===== src/hrlv_pkg.sv =====
// Shared types, character codes and match tables for the HTTP request line validator.
`timescale 1ns / 1ps
`default_nettype none

package hrlv_pkg;

    // Largest request, in bytes, that still earns a verdict other than too large.
    localparam int unsigned MAX_REQUEST_BYTES = 16777216;

    // The byte counter saturates one above the limit, so it must hold MAX_REQUEST_BYTES + 1.
    localparam int unsigned COUNT_WIDTH = $clog2(MAX_REQUEST_BYTES + 2);

    typedef logic [COUNT_WIDTH-1:0] count_t;

    localparam count_t MAX_COUNT = count_t'(MAX_REQUEST_BYTES);
    localparam count_t BYTE_CAP  = count_t'(MAX_REQUEST_BYTES + 1);

    localparam logic [7:0] CHAR_CR    = 8'd13;
    localparam logic [7:0] CHAR_LF    = 8'd10;
    localparam logic [7:0] CHAR_SPACE = 8'd32;

    localparam logic [2:0] METHOD_GET_LEN = 3'd3;
    localparam logic [2:0] METHOD_CAP     = 3'd4;
    localparam logic [3:0] VERSION_LEN    = 4'd8;
    localparam logic [3:0] VERSION_CAP    = 4'd9;

    typedef enum logic [1:0] {
        VERDICT_OK          = 2'd0,
        VERDICT_BAD_REQUEST = 2'd1,
        VERDICT_NOT_ALLOWED = 2'd2,
        VERDICT_TOO_LARGE   = 2'd3
    } verdict_t;

    // Progress through the request line.
    typedef struct packed {
        logic [1:0] spaces_seen;
        logic [2:0] method_length;
        logic       method_is_get;
        logic [3:0] version_length;
        logic       version_matches;
    } line_state_t;

    localparam line_state_t LINE_RESET = '{
        spaces_seen:     2'd0,
        method_length:   3'd0,
        method_is_get:   1'b1,
        version_length:  4'd0,
        version_matches: 1'b1
    };

    // Characters of "GET"; the fourth entry is never matched.
    function automatic logic [7:0] get_char(input logic [1:0] idx);
        logic [7:0] ch;
        case (idx)
            2'd0:    ch = 8'h47;
            2'd1:    ch = 8'h45;
            2'd2:    ch = 8'h54;
            default: ch = 8'h00;
        endcase
        return ch;
    endfunction

    // Characters of "HTTP/1.1".
    function automatic logic [7:0] version_char(input logic [2:0] idx);
        logic [7:0] ch;
        case (idx)
            3'd0:    ch = 8'h48;
            3'd1:    ch = 8'h54;
            3'd2:    ch = 8'h54;
            3'd3:    ch = 8'h50;
            3'd4:    ch = 8'h2F;
            3'd5:    ch = 8'h31;
            3'd6:    ch = 8'h2E;
            default: ch = 8'h31;
        endcase
        return ch;
    endfunction

    // Folds one byte of request line content into the line state.
    function automatic line_state_t line_content(input line_state_t s, input logic [7:0] c);
        line_state_t n;
        n = s;
        case (s.spaces_seen)
            2'd0:
            begin
                if (c == CHAR_SPACE)
                begin
                    n.spaces_seen = 2'd1;
                end
                else
                begin
                    if (s.method_length >= METHOD_GET_LEN || c != get_char(s.method_length[1:0]))
                        n.method_is_get = 1'b0;
                    if (s.method_length < METHOD_CAP)
                        n.method_length = s.method_length + 3'd1;
                end
            end
            2'd1:
            begin
                if (c == CHAR_SPACE)
                    n.spaces_seen = 2'd2;
            end
            default:
            begin
                if (s.version_length >= VERSION_LEN
                    || c != version_char(s.version_length[2:0]))
                    n.version_matches = 1'b0;
                if (s.version_length < VERSION_CAP)
                    n.version_length = s.version_length + 4'd1;
            end
        endcase
        return n;
    endfunction

    // Outcome of a complete request line.
    function automatic verdict_t line_close(input line_state_t s);
        verdict_t v;
        if (s.spaces_seen < 2'd2 || s.method_length == 3'd0 || !s.version_matches
            || s.version_length != VERSION_LEN)
            v = VERDICT_BAD_REQUEST;
        else if (s.method_length != METHOD_GET_LEN || !s.method_is_get)
            v = VERDICT_NOT_ALLOWED;
        else
            v = VERDICT_OK;
        return v;
    endfunction

endpackage

`default_nettype wire


===== src/http_request_line_validator.sv =====
// Top level of the HTTP request line validator: byte register, scanner state and verdict register.
`timescale 1ns / 1ps
`default_nettype none

// The validator takes an HTTP request one byte per request transfer on the
// data_byte / last_byte channel and, once the byte flagged by last_byte has been
// processed, offers exactly one verdict: too large if the request exceeds
// MAX_REQUEST_BYTES, bad request if the request line is malformed, its version is
// not exactly HTTP/1.1 or no CR LF CR LF follows the line's CR LF, method not
// allowed if the method is not GET, and ok otherwise. Bytes pass through an input
// register and are folded into the scanner state one per cycle, so the block sustains
// one byte per clock outside stalls, with no gaps between requests; a verdict is offered
// from the verdict register once its last byte is processed. The verdict register lets
// scanning carry on while a verdict waits, and only a second final byte arriving while
// the previous verdict is still stalled holds the input back. The critical path is the
// double step of the line scanner after a bare CR followed by another content byte.
module http_request_line_validator (
    input  wire logic       clk,
    input  wire logic       rst_n,
    input  wire logic [7:0] data_byte,
    input  wire logic       last_byte,
    input  wire logic       req_valid,
    output logic            req_stall,
    output logic [1:0]      verdict,
    output logic            verdict_valid,
    input  wire logic       verdict_stall
);

    // Input register.
    logic       in_valid_reg;
    logic [7:0] byte_reg;
    logic       last_reg;

    // Scanner state.
    logic                 in_header_reg,   in_header_next;
    logic                 cr_pending_reg,  cr_pending_next;
    hrlv_pkg::line_state_t line_reg,       line_next;
    hrlv_pkg::verdict_t   outcome_reg,     outcome_next;
    logic [1:0]           term_prog_reg,   term_prog_next;
    logic                 term_found_reg,  term_found_next;
    hrlv_pkg::count_t     count_reg,       count_next;

    // Output register.
    logic                 verdict_valid_reg;
    hrlv_pkg::verdict_t   verdict_reg,     verdict_next;

    hrlv_pkg::line_state_t line_after_cr;
    logic                  can_process;
    logic                  advance;
    logic [7:0]            term_expect;

    // A byte that yields no verdict can always be processed; a final byte needs
    // the verdict register to be free or emptying this cycle.
    assign can_process = !last_reg || !verdict_valid_reg || !verdict_stall;
    assign advance     = in_valid_reg && can_process;
    assign req_stall   = in_valid_reg && !can_process;

    assign term_expect = term_prog_reg[0] ? hrlv_pkg::CHAR_LF : hrlv_pkg::CHAR_CR;

    always_comb
    begin
        in_header_next  = in_header_reg;
        cr_pending_next = cr_pending_reg;
        line_next       = line_reg;
        outcome_next    = outcome_reg;
        term_prog_next  = term_prog_reg;
        term_found_next = term_found_reg;
        count_next      = count_reg;
        line_after_cr   = hrlv_pkg::line_content(line_reg, hrlv_pkg::CHAR_CR);

        if (count_reg < hrlv_pkg::BYTE_CAP)
            count_next = count_reg + hrlv_pkg::count_t'(1);

        if (!in_header_reg)
        begin
            if (cr_pending_reg)
            begin
                cr_pending_next = 1'b0;
                if (byte_reg == hrlv_pkg::CHAR_LF)
                begin
                    outcome_next   = hrlv_pkg::line_close(line_reg);
                    in_header_next = 1'b1;
                end
                else if (byte_reg == hrlv_pkg::CHAR_CR)
                begin
                    // The earlier CR was bare: it becomes line content.
                    line_next       = line_after_cr;
                    cr_pending_next = 1'b1;
                end
                else
                begin
                    line_next = hrlv_pkg::line_content(line_after_cr, byte_reg);
                end
            end
            else if (byte_reg == hrlv_pkg::CHAR_CR)
            begin
                cr_pending_next = 1'b1;
            end
            else
            begin
                line_next = hrlv_pkg::line_content(line_reg, byte_reg);
            end
        end
        else if (!term_found_reg)
        begin
            if (byte_reg == term_expect)
            begin
                if (term_prog_reg == 2'd3)
                begin
                    term_found_next = 1'b1;
                    term_prog_next  = 2'd0;
                end
                else
                begin
                    term_prog_next = term_prog_reg + 2'd1;
                end
            end
            else
            begin
                term_prog_next = (byte_reg == hrlv_pkg::CHAR_CR) ? 2'd1 : 2'd0;
            end
        end

        if (count_next > hrlv_pkg::MAX_COUNT)
            verdict_next = hrlv_pkg::VERDICT_TOO_LARGE;
        else if (!in_header_next)
            verdict_next = hrlv_pkg::VERDICT_BAD_REQUEST;
        else if (outcome_next != hrlv_pkg::VERDICT_OK)
            verdict_next = outcome_next;
        else if (!term_found_next)
            verdict_next = hrlv_pkg::VERDICT_BAD_REQUEST;
        else
            verdict_next = hrlv_pkg::VERDICT_OK;
    end

    // Input register: loads whenever it is not held by a blocked final byte.
    always_ff @(posedge clk or negedge rst_n)
    begin
        if (!rst_n)
        begin
            in_valid_reg <= 1'b0;
        end
        else if (!req_stall)
        begin
            in_valid_reg <= req_valid;
        end
    end

    always_ff @(posedge clk)
    begin
        if (!req_stall)
        begin
            byte_reg <= data_byte;
            last_reg <= last_byte;
        end
    end

    // Scanner state: returns to its reset value after every final byte.
    always_ff @(posedge clk or negedge rst_n)
    begin
        if (!rst_n)
        begin
            in_header_reg  <= 1'b0;
            cr_pending_reg <= 1'b0;
            line_reg       <= hrlv_pkg::LINE_RESET;
            outcome_reg    <= hrlv_pkg::VERDICT_OK;
            term_prog_reg  <= 2'd0;
            term_found_reg <= 1'b0;
            count_reg      <= '0;
        end
        else if (advance)
        begin
            if (last_reg)
            begin
                in_header_reg  <= 1'b0;
                cr_pending_reg <= 1'b0;
                line_reg       <= hrlv_pkg::LINE_RESET;
                outcome_reg    <= hrlv_pkg::VERDICT_OK;
                term_prog_reg  <= 2'd0;
                term_found_reg <= 1'b0;
                count_reg      <= '0;
            end
            else
            begin
                in_header_reg  <= in_header_next;
                cr_pending_reg <= cr_pending_next;
                line_reg       <= line_next;
                outcome_reg    <= outcome_next;
                term_prog_reg  <= term_prog_next;
                term_found_reg <= term_found_next;
                count_reg      <= count_next;
            end
        end
    end

    // Verdict register.
    always_ff @(posedge clk or negedge rst_n)
    begin
        if (!rst_n)
        begin
            verdict_valid_reg <= 1'b0;
        end
        else if (advance && last_reg)
        begin
            verdict_valid_reg <= 1'b1;
        end
        else if (!verdict_stall)
        begin
            verdict_valid_reg <= 1'b0;
        end
    end

    always_ff @(posedge clk)
    begin
        if (advance && last_reg)
            verdict_reg <= verdict_next;
    end

    assign verdict_valid = verdict_valid_reg;
    assign verdict       = verdict_reg;

    // The header search never runs while the request line is still open.
    a_no_header_search_in_line: assert property (@(posedge clk) disable iff (!rst_n)
        !in_header_reg |-> (!term_found_reg && term_prog_reg == 2'd0))
        else $error("terminator search active before the request line closed");

    // Version bytes are only counted after the second space.
    a_version_after_spaces: assert property (@(posedge clk) disable iff (!rst_n)
        line_reg.version_length != 4'd0 |-> line_reg.spaces_seen == 2'd2)
        else $error("version bytes counted before the second space");

    // A processed final byte leaves the scanner in its reset state.
    a_state_cleared: assert property (@(posedge clk) disable iff (!rst_n)
        (advance && last_reg) |=> (count_reg == '0 && !in_header_reg && !cr_pending_reg))
        else $error("scanner state not cleared after a final byte");

    // A final byte is never dropped while an earlier verdict is still held.
    a_final_held: assert property (@(posedge clk) disable iff (!rst_n)
        (in_valid_reg && last_reg && verdict_valid_reg && verdict_stall)
        |=> (in_valid_reg && last_reg))
        else $error("final byte lost while the verdict was stalled");

endmodule

`default_nettype wire

===== config.mk =====
export PLATFORM = sky130hd
export DESIGN_NAME = http_request_line_validator
export DESIGN_NICKNAME = d
export VERILOG_FILES = /design/src/hrlv_pkg.sv /design/src/http_request_line_validator.sv
export SDC_FILE = /design/constraint.sdc
export NUM_CORES = 1
export LEC_CHECK = 0
export BUFFER_PORTS_ARGS = -buffer_cell sky130_fd_sc_hd__buf_2
export CORE_MARGIN = 8
export CORE_UTILIZATION = 35
export DETAILED_ROUTE_END_ITERATION = 6
export GPL_ROUTABILITY_DRIVEN = 0
export GPL_TIMING_DRIVEN = 0
export SYNTH_ARGS = -nofsm -noshare
export SYNTH_HDL_FRONTEND = slang
export SYNTH_SLANG_ARGS = --single-unit
export TNS_END_PERCENT = 30

===== constraint.sdc =====
create_clock -name clk -period 7.9 [get_ports clk]
set_clock_uncertainty 0.15 [all_clocks]
set_input_delay 0.395 -clock clk [delete_from_list [all_inputs] [get_ports clk]]
set_output_delay 0.395 -clock clk [all_outputs]
set_load 0.05 [all_outputs]

==> impl_metrics.csv, run 1 <==
group,metric,value,unit
run_status,status,"complete, no violations",
placement,io_buffers,16,
global_routing,grt_pass1_vias,3812,
pwr,ir_drop,139.9,uV
yosys,synth_xor_area_share,2.704,%
global_routing,grt_max_degree,46,
drt,vias_per_cell,5.841,
global_routing,antenna_found_initial,0,
placement,place_hpwl,8384,um
final_layout,layout_common_cells,"54 x nand2_1, 48 x o21ai_0, 43 x dfrtp_1",
worst_setup_path,slowest_stage,"a2111oi_0",
clock_tree,numCtsBuffers,5,
timing,worst_pin_slew,1.084,ns
worst_setup_path,start_kind,"flip-flop",
yosys,syn_area_per_cell,8.207,um2
timing,fin_crit_sh,52.18,%
final_layout,layout-drive-gt1-share,8.194,%
yosys,ys_async_sr_fraction,80.36,%
yosys,yosys.area.top_type,"dfrtp_1",
yosys,synthTopCellsByArea,"dfrtp_1 26%, edfxtp_1 7.8%, o21ai_0 5.7%, nand2_1 4.8%, ha_1 4.8%",
clock_tree,htreeDepth,2,
min_path,min_path_cells,1,
clock_tree,ctsLongestPathBuffers,2,
timing,setup_viol,0,
die,fp.dieArea,0.01580,mm2
worst_setup_path,path_cells,"clkbuf_1 -> inv_1 -> ha_1 -> nor2b_1 -> nand2b_1 -> mux2i_1 -> a21oi_1 -> inv_1 -> ha_1 -> inv_1 -> a211oi_1 -> o211ai_1 -> mux2_2 -> a2111oi_0 -> a21o_1",
die,rows,40,
yosys,post_synth_num_cell_types,66,
yosys,synth_simple_gate_area_share,25.08,%
min_path,hold_path_class,"input port to flip-flop",
final_layout,stdcell_area,0.004621,mm2
final_layout,largest_reg_flops,25,
die,die_h,125.7,um
die,fp.dieW,125.7,um
global_routing,grt.overflow.total,0,
yosys,syn_nets,542,
final_layout,fin_nets,565,
die,initial_core_util,35.50,%
clock_tree,cts_setup_buffers,0,
clock_tree,clk_latency,0.31,ns
timing,min_period,4.122,ns
global_routing,grt_usage,14.66,%
worst_setup_path,regToRegStartpoint,"line_reg[1]",
min_path,hold_start,"data_byte[0]",
drt,drc,0,
final_layout,syn_to_final_growth,9.747,%
worst_setup_path,end_kind,"flip-flop",
drt,antenna_left,0,
yosys,muxShareOfSynthArea,2.972,%
clock_tree,cts_resized,0,
timing,hold_ws,0.1154,ns
yosys,synthAdderAreaFrac,4.755,%
worst_setup_path,critPathMaxFanout,9,
die,num_io_pins,17,
drt,vias,3995,
timing,finalHoldViolCount,0,
yosys,synth-seq-cells,56,
timing,rsz0062_at_grt,"false",
yosys,synth-compound-area-share,23.86,%
timing,slew_headroom,27.56,%
global_routing,grt_pass1_wl,19330,um
worst_setup_path,max_stage_delay,0.57,ns
placement,placed_area,0.004474,mm2
pwr,power_density,225.9,mW/mm2
run,max_cap_viol_count,0,
drt,routed_wl,11450,um
worst_setup_path,ff2ff_path_depth,15,
worst_setup_path,crit-reg2reg-capture,"line_reg[3]",
timing,timing.fmax,242.6,MHz
yosys,ys_warn_count,0,
yosys,synth_edf_count,11,
clock_tree,cts-root-buf,"clkbuf_16",
yosys,yosysTopAreaCellShare,25.56,%
final_layout,layout_commonest_cell,"nand2_1",
die,design.core.area,0.01186,mm2
clock_tree,clkSinkCount,56,
timing,slew_viol_final,0,
clock_tree,cts_hold_buf,0,
drt,post_drt_wl_per_cell,16.74,um
final_layout,antenna_cells,0,
timing,setup_tns,0,ns
worst_setup_path,rrSetupSlack,3.78,ns
clock_tree,cts_tree,"done",
placement,dp_cells,676,
yosys,netlist_instances,513,
drt,drt_first_pass_iters,5,
yosys,synth_ff_type,"dfrtp_1",
final_layout,stdcell_count,684,
worst_setup_path,required,7.99,ns
min_path,holdPathEnd,"byte_reg[0]",
pwr,p_leak,0.001830,uW
clock_tree,clk_pin_slew,0.08,ns
yosys,netlist_area,0.004210,mm2
pwr,power,1044,uW
drt,drt_iter0_drc,344,
yosys,ys_seq_area_share,34.65,%
yosys,synth_top_family_by_area,"simple AND/OR/NAND/NOR gates",
worst_setup_path,cpMostUsedCell,"inv_1",
worst_setup_path,critPathArrivalTime,4.21,ns
worst_setup_path,crit_type,"flip-flop to flip-flop",
[worst max path at each step]
stage | start | endpoint | slack (ns) | cells past startpoint
floorplan | line_reg[1] | line_reg[3] | 4.49 | 15
global placement | line_reg[1] | line_reg[3] | 4.02 | 15
detailed placement | line_reg[1] | line_reg[3] | 3.89 | 15
CTS | line_reg[1] | line_reg[3] | 3.87 | 15
global route | line_reg[1] | line_reg[3] | 3.53 | 15
finish | line_reg[1] | line_reg[3] | 3.78 | 15
[metrics by stage]
stage,utilization (%),setup WS (ns)
6_report,38.96,3.778
5_1_grt,38.96,3.531
4_1_cts,38.96,3.869
3_5_place_dp,37.72,3.890
3_3_place_gp,37.72,4.016
2_1_floorplan,-,4.487
[where the power goes]
group	switching, uW	internal [uW]
sequential	48.5	333
clock	115	119
combinational	259	170
total	423	621
[per-layer routing]
metal	track usage, %	vias to the layer above	wire [um]
li1	-	1932	-
met1	20.53	1927	5648
met2	22.73	120	5033
met3	2.236	16	561
met4	4.370	0	208
met5	0	-	0
[Yosys cell counts (all sizes together) (6+ instances only)]
library cell   n
edfxtp        11
mux2i          8
a31oi         10
xnor2          9
a21oi         31
inv           23
clkbuf        28
dfrtp         43
nor2          39
o21ai         48
nor2b          7
nand2         54
a211oi         6
nand3         19
nand4         12
o31ai          7
nor4           9
ha            16
nor3b          9
and3           7
nor3          16
buf            9
[logic make-up (layout without fill, tap and decap cells)]
family          count (synthesis)  after routing
mux                            12             12
simple gates                  202            202
flops                          56             56
fa+ha+maj                      16             16
xor+xnor                       13             13
buf+inv                        61             85
compound gates                153            153
[layout make-up]
class / count / area (um2)
clock buffer: 5 / 125.1
sequential: 56 / 1459
fill: 1194 / 7241
timing repair buffer: 16 / 80.08
tap: 147 / 183.9
buffer: 37 / 161.4
clock inverter: 3 / 21.27
multi-input combinational: 396 / 2500
inverter: 24 / 90.09
[worst max-delay path: cells and delay by family, from the launching register on]
kind,cells,cell delay [ns]
AOI/OAI and AO/OA,5,1.50
buffers and inverters,4,0.63
muxes,2,0.60
adders and majority gates,2,0.44
DFF,1,0.37
and+or+nand+nor,2,0.35
No activity file was read; power rests on OpenSTA's default activity.
==> inputs of run 2 (changes only) <==
ABC_AREA = 1   (was default)
clock period = 4 ns   (was 7.9 ns; I/O delays follow)
==> impl_metrics.csv, run 2 <==
group,metric,value,unit
placement,place_hpwl,8473,um
yosys,synth_commonest_cells,"215 x nand2_1, 71 x inv_1, 69 x nor2_1, 55 x nand3_1, 43 x dfrtp_1",
die,initial_core_util,35.64,%
pwr,p_leak,0.002280,uW
timing,min_period,2.788,ns
drt,drt_iter0_drc,340,
yosys,syn_nets,667,
yosys,synth_most_common_cell,"nand2_1",
clock_tree,htreeDepth,2,
yosys,yosys.area.top_type,"dfrtp_1",
placement,io_buffers,16,
yosys,netlist_instances,638,
worst_setup_path,max_stage_delay,0.47,ns
drt,routed_wl,11400,um
worst_setup_path,worst-path-buf-inv,1,
worst_setup_path,required,3.91,ns
clock_tree,ctsLongestPathBuffers,2,
worst_setup_path,critPathArrivalTime,2.70,ns
yosys,synthTopCellsByArea,"dfrtp_1 25%, nand2_1 19%, edfxtp_1 7.8%, nand3_1 6.5%, inv_1 6.3%",
final_layout,layout-drive-gt1-share,7.567,%
yosys,synth_ff_type,"dfrtp_1",
clock_tree,clk_latency,0.31,ns
clock_tree,clk_pin_slew,0.07,ns
final_layout,syn_to_final_growth,13.35,%
die,die_h,126.1,um
final_layout,antenna_cells,0,
yosys,synth_edf_count,11,
global_routing,grt_usage,14.81,%
pwr,ir_drop,285.6,uV
yosys,syn_area_per_cell,6.654,um2
yosys,netlist_area,0.004245,mm2
yosys,ys_warn_count,0,
worst_setup_path,cpMostUsedCell,"nand2_1",
timing,setup_viol,0,
clock_tree,cts_tree,"done",
timing,slew_headroom,31.55,%
drt,drt_first_pass_iters,5,
timing,hold_ws,0.3275,ns
global_routing,grt.overflow.total,0,
worst_setup_path,start_kind,"flip-flop",
global_routing,grt_max_degree,46,
timing,slew_viol_final,0,
yosys,yosysTopAreaCellShare,25.35,%
timing,fin_crit_sh,69.71,%
drt,post_drt_wl_per_cell,13.89,um
pwr,power_density,376.7,mW/mm2
yosys,ys_seq_area_share,34.36,%
timing,rsz0062_at_grt,"false",
timing,finalHoldViolCount,0,
clock_tree,cts_setup_buffers,0,
drt,drc,0,
global_routing,grt_pass1_wl,19530,um
yosys,synth-seq-cells,56,
die,fp.dieArea,0.01591,mm2
worst_setup_path,critPathMaxFanout,6,
min_path,hold_path_class,"flip-flop to flip-flop",
final_layout,fin_nets,702,
die,fp.dieW,126.1,um
die,rows,40,
die,num_io_pins,17,
clock_tree,clkSinkCount,56,
timing,setup_tns,0,ns
yosys,post_synth_num_cell_types,44,
worst_setup_path,crit_family,"simple AND/OR/NAND/NOR gates",
final_layout,layout_commonest_cell,"nand2_1",
run_status,status,"complete, no violations",
yosys,ys_async_sr_fraction,80.36,%
clock_tree,numCtsBuffers,5,
drt,antenna_left,0,
drt,vias,4255,
timing,timing.fmax,358.6,MHz
worst_setup_path,slowest_stage,"dfrtp_1",
worst_setup_path,end_kind,"flip-flop",
final_layout,largest_reg_flops,25,
worst_setup_path,crit_type,"flip-flop to flip-flop",
clock_tree,cts-root-buf,"clkbuf_16",
die,design.core.area,0.01191,mm2
timing,worst_pin_slew,1.027,ns
global_routing,antenna_found_initial,0,
drt,vias_per_cell,5.183,
final_layout,layout_common_cells,"215 x nand2_1, 71 x inv_1, 69 x nor2_1",
run,max_cap_viol_count,0,
worst_setup_path,path_cells,"ha_1 -> nand3_1 -> inv_1 -> nand2_1 -> xor2_1 -> nand3_1 -> nand2_1 -> nand2_1 -> nor2_1 -> nand2_1 -> nor2_1 -> nand2_1 -> nand2_1 -> nand2_1",
global_routing,grt_pass1_vias,4016,
## run 2: layout make-up
type	count	area, um2
buffer	13	77.57
clock buffer	7	152.6
clock inverter	1	30.03
fill	1229	7099
inverter	78	292.8
multi-input combinational	491	2416
sequential	56	1459
tap	147	183.9
timing repair buffer	28	200.2
## run 2: worst paths after layout
check | cells past startpoint | start | slack, ns | end
max reg2reg | 14 | count_reg[0] | 1.21 | verdict[0]
max | 14 | count_reg[0] | 1.21 | verdict[0]
min reg2reg | 2 | line_reg[5] | 0.33 | line_reg[5]
min in group asynchronous | 2 | rst_n | 0.45 | count_reg[11]
min | 2 | line_reg[5] | 0.33 | line_reg[5]
max in group asynchronous | 2 | rst_n | 2.61 | count_reg[24]
## run 2: where the power goes
part | internal [uW] | switching (uW)
clock | 330 | 217
combinational | 210 | 378
sequential | 627 | 50.7
total | 1170 | 645
## run 2: cells by family (layout without fill, tap and decap cells)
group / Yosys count / in the layout / synth area share [%]
buffers and inverters: 91 / 127 / 8.724
xor gates and xnor gates: 18 / 18 / 3.714
and+or+nand+nor: 373 / 373 / 36.72
AOI/OAI and AO/OA: 84 / 84 / 11.76
DFF: 56 / 56 / 34.36
adders and majority gates: 16 / 16 / 4.716
## run 2: metal layers
layer | global-route usage [%] | vias up | wire length, um
met5 | 0 | - | 0
met4 | 4.246 | 0 | 181
met3 | 3.080 | 15 | 497
met2 | 25.45 | 117 | 5455
met1 | 18.29 | 1981 | 5267
li1 | - | 2142 | -
## run 2: timing repair
action                    CTS  global route
resized for setup           0             0
hold buffers               12             0
hold endpoints to repair   54             0
## run 2: stage by stage
step           area (um2)  power [uW]  worst slack, ns  util, %  cells
3_5_place_dp         4509        1249            1.263    37.86    801
2_1_floorplan        4245        1113            1.727        -    638
5_1_grt              4812        1935            1.010    40.40    821
6_report             4812        1813            1.212    40.40    821
3_3_place_gp         4509        1223            1.269    37.86    801
4_1_cts              4812        1817            1.254    40.40    821
## run 2: worst min-delay path: stages, from the launching register on
cell	delay, ns
dfstp_2	0.38
nand2_1	0.06
nand2_1	0.04
==> inputs of run 3 (changes only) <==
ABC_AREA = 0   (was 1)
clock period = 2.74 ns   (was 4 ns; I/O delays follow)
==> impl_metrics.csv, run 3 (same netlist as run 1, synthesis figures left out) <==
group,metric,value,unit
die,num_io_pins,17,
drt,drt_first_pass_iters,5,
timing,finalHoldViolCount,0,
run,max_cap_viol_count,0,
final_layout,syn_to_final_growth,19.85,%
drt,routed_wl,11870,um
clock_tree,clkSinkCount,56,
global_routing,antenna_found_initial,0,
drt,antenna_left,0,
placement,pre_cts_ws,-0.7820,ns
pwr,power,3295,uW
global_routing,grt_usage,15.05,%
clock_tree,numCtsBuffers,5,
drt,drc,0,
die,die_h,125.7,um
worst_setup_path,required,2.83,ns
die,design.core.area,0.01186,mm2
worst_setup_path,crit_type,"flip-flop to flip-flop",
drt,vias_per_cell,5.799,
pwr,ir_drop,379.8,uV
die,initial_core_util,35.50,%
placement,dp_cells,676,
placement,place_hpwl,8344,um
final_layout,antenna_cells,0,
die,rows,40,
die,fp.dieArea,0.01580,mm2
final_layout,fin_nets,592,
global_routing,grt_pass1_vias,3838,
pwr,p_leak,0.001988,uW
clock_tree,cts-root-buf,"clkbuf_16",
worst_setup_path,start_kind,"flip-flop",
pwr,power_density,653.0,mW/mm2
final_layout,layout-drive-gt1-share,15.96,%
clock_tree,cts_tree,"done",
clock_tree,clk_latency,0.30,ns
worst_setup_path,critPathMaxFanout,5,
timing,setup_viol,6,
timing,min_period,3.049,ns
timing,slew_viol_final,0,
global_routing,grt_max_degree,46,
timing,fin_crit_sh,111.3,%
worst_setup_path,critPathArrivalTime,3.14,ns
drt,vias,4123,
worst_setup_path,end_kind,"flip-flop",
timing,timing.fmax,328.0,MHz
drt,drt_iter0_drc,325,
final_layout,layout_common_cells,"54 x nand2_1, 46 x o21ai_0, 39 x dfrtp_1",
final_layout,fill_cells,1144,
clock_tree,ctsLongestPathBuffers,2,
global_routing,grt_pass1_wl,19640,um
clock_tree,htreeDepth,2,
timing,slew_headroom,29.99,%
min_path,hold_path_class,"flip-flop to flip-flop",
die,fp.dieW,125.7,um
final_layout,largest_reg_flops,25,
timing,worst_pin_slew,1.050,ns
clock_tree,clk_pin_slew,0.07,ns
run_status,status,"complete, but fails checks",
timing,setup_tns,-1.321,ns
final_layout,post-route-util,42.54,%
timing,fin_ws,-0.3086,ns
final_layout,layout_commonest_cell,"nand2_1",
global_routing,grt.overflow.total,0,
final_layout,stdcell_count,711,
run_status,violations,"negative setup slack",
timing,rsz0062_at_grt,"true",
drt,post_drt_wl_per_cell,16.69,um
placement,io_buffers,16,
[run 3: changes by cell type in the layout (fill, tap and decap cells not counted), sizes merged, moves of 9 or more]
cell,change
nand2,-166
inv,-52
nor3b,+9
clkbuf,+23
o22ai,-20
buf,+14
nand3,-37
a31oi,+9
a21oi,+12
o21ai,+20
nor2,-32
xor2,-11
[run 3: layout make-up]
cell class	count	area, um2	area share (%)
Buffer	35	177.7	3.521
Inverter	24	95.09	1.884
Clock buffer	5	125.1	2.480
Clock inverter	3	21.27	0.4215
Tap cell	147	183.9	3.645
Multi-Input combinational cell	396	2651	52.54
Timing Repair Buffer	45	327.8	6.496
Sequential cell	56	1464	29.01
[run 3: worst paths after layout]
check / startpoint / end / slack [ns] / cells past startpoint
worst max-delay path: line_reg[1] / line_reg[3] / -0.31 / 15
worst min-delay path: line_reg[5] / line_reg[5] / 0.33 / 2
worst max register to register: line_reg[1] / line_reg[3] / -0.31 / 15
worst min register to register: line_reg[5] / line_reg[5] / 0.33 / 2
max in group asynchronous: rst_n / line_reg[2] / 1.30 / 2
min in group asynchronous: rst_n / count_reg[16] / 0.41 / 2
[run 3: critical path, cell delays in order, from the launching register on]
cell and delay (ns):
dfrtp_1 0.36, clkbuf_8 0.14, inv_6 0.03, ha_4 0.14, nor2b_4 0.12, nand2b_4 0.15, mux2i_4 0.20, a21oi_2 0.13
inv_1 0.06, ha_2 0.17, inv_2 0.05, a211oi_2 0.03, o211ai_1 0.44, mux2_4 0.36, a2111oi_4 0.31, a21o_1 0.13
[run 3: through the flow]
stage | instance area, um2 | hold slack (ns)
final | 5046 | 0.3311
after global routing | 5046 | 0.3584
after global placement | 4564 | 0.1640
after floorplan | 4300 | -0.3086
after detailed placement | 4564 | 0.1651
after CTS | 4976 | 0.3378
[run 3: report_power, final]
part | internal (uW) | switching, uW | total [uW]
Combinational | 676 | 846 | 1520
Sequential | 963 | 146 | 1110
Clock | 342 | 324 | 665
[run 3: what timing repair did]
item	in CTS	in global routing
resized for setup	19	12
hold buffers	12	0
endpoints found under the hold margin	54	0
setup endpoints to repair	18	14
pin swaps	13	5
buffers inserted	14	3
[run 3: per-layer routing]
| metal | wire length [um] | vias to the layer above | GRT usage, % |
|---|---|---|---|
| li1 | - | 2000 | - |
| met1 | 5652 | 1969 | 20.27 |
| met2 | 5274 | 133 | 23.33 |
| met3 | 660 | 21 | 2.869 |
| met4 | 280 | 0 | 5.731 |
| met5 | 0 | - | 0 |
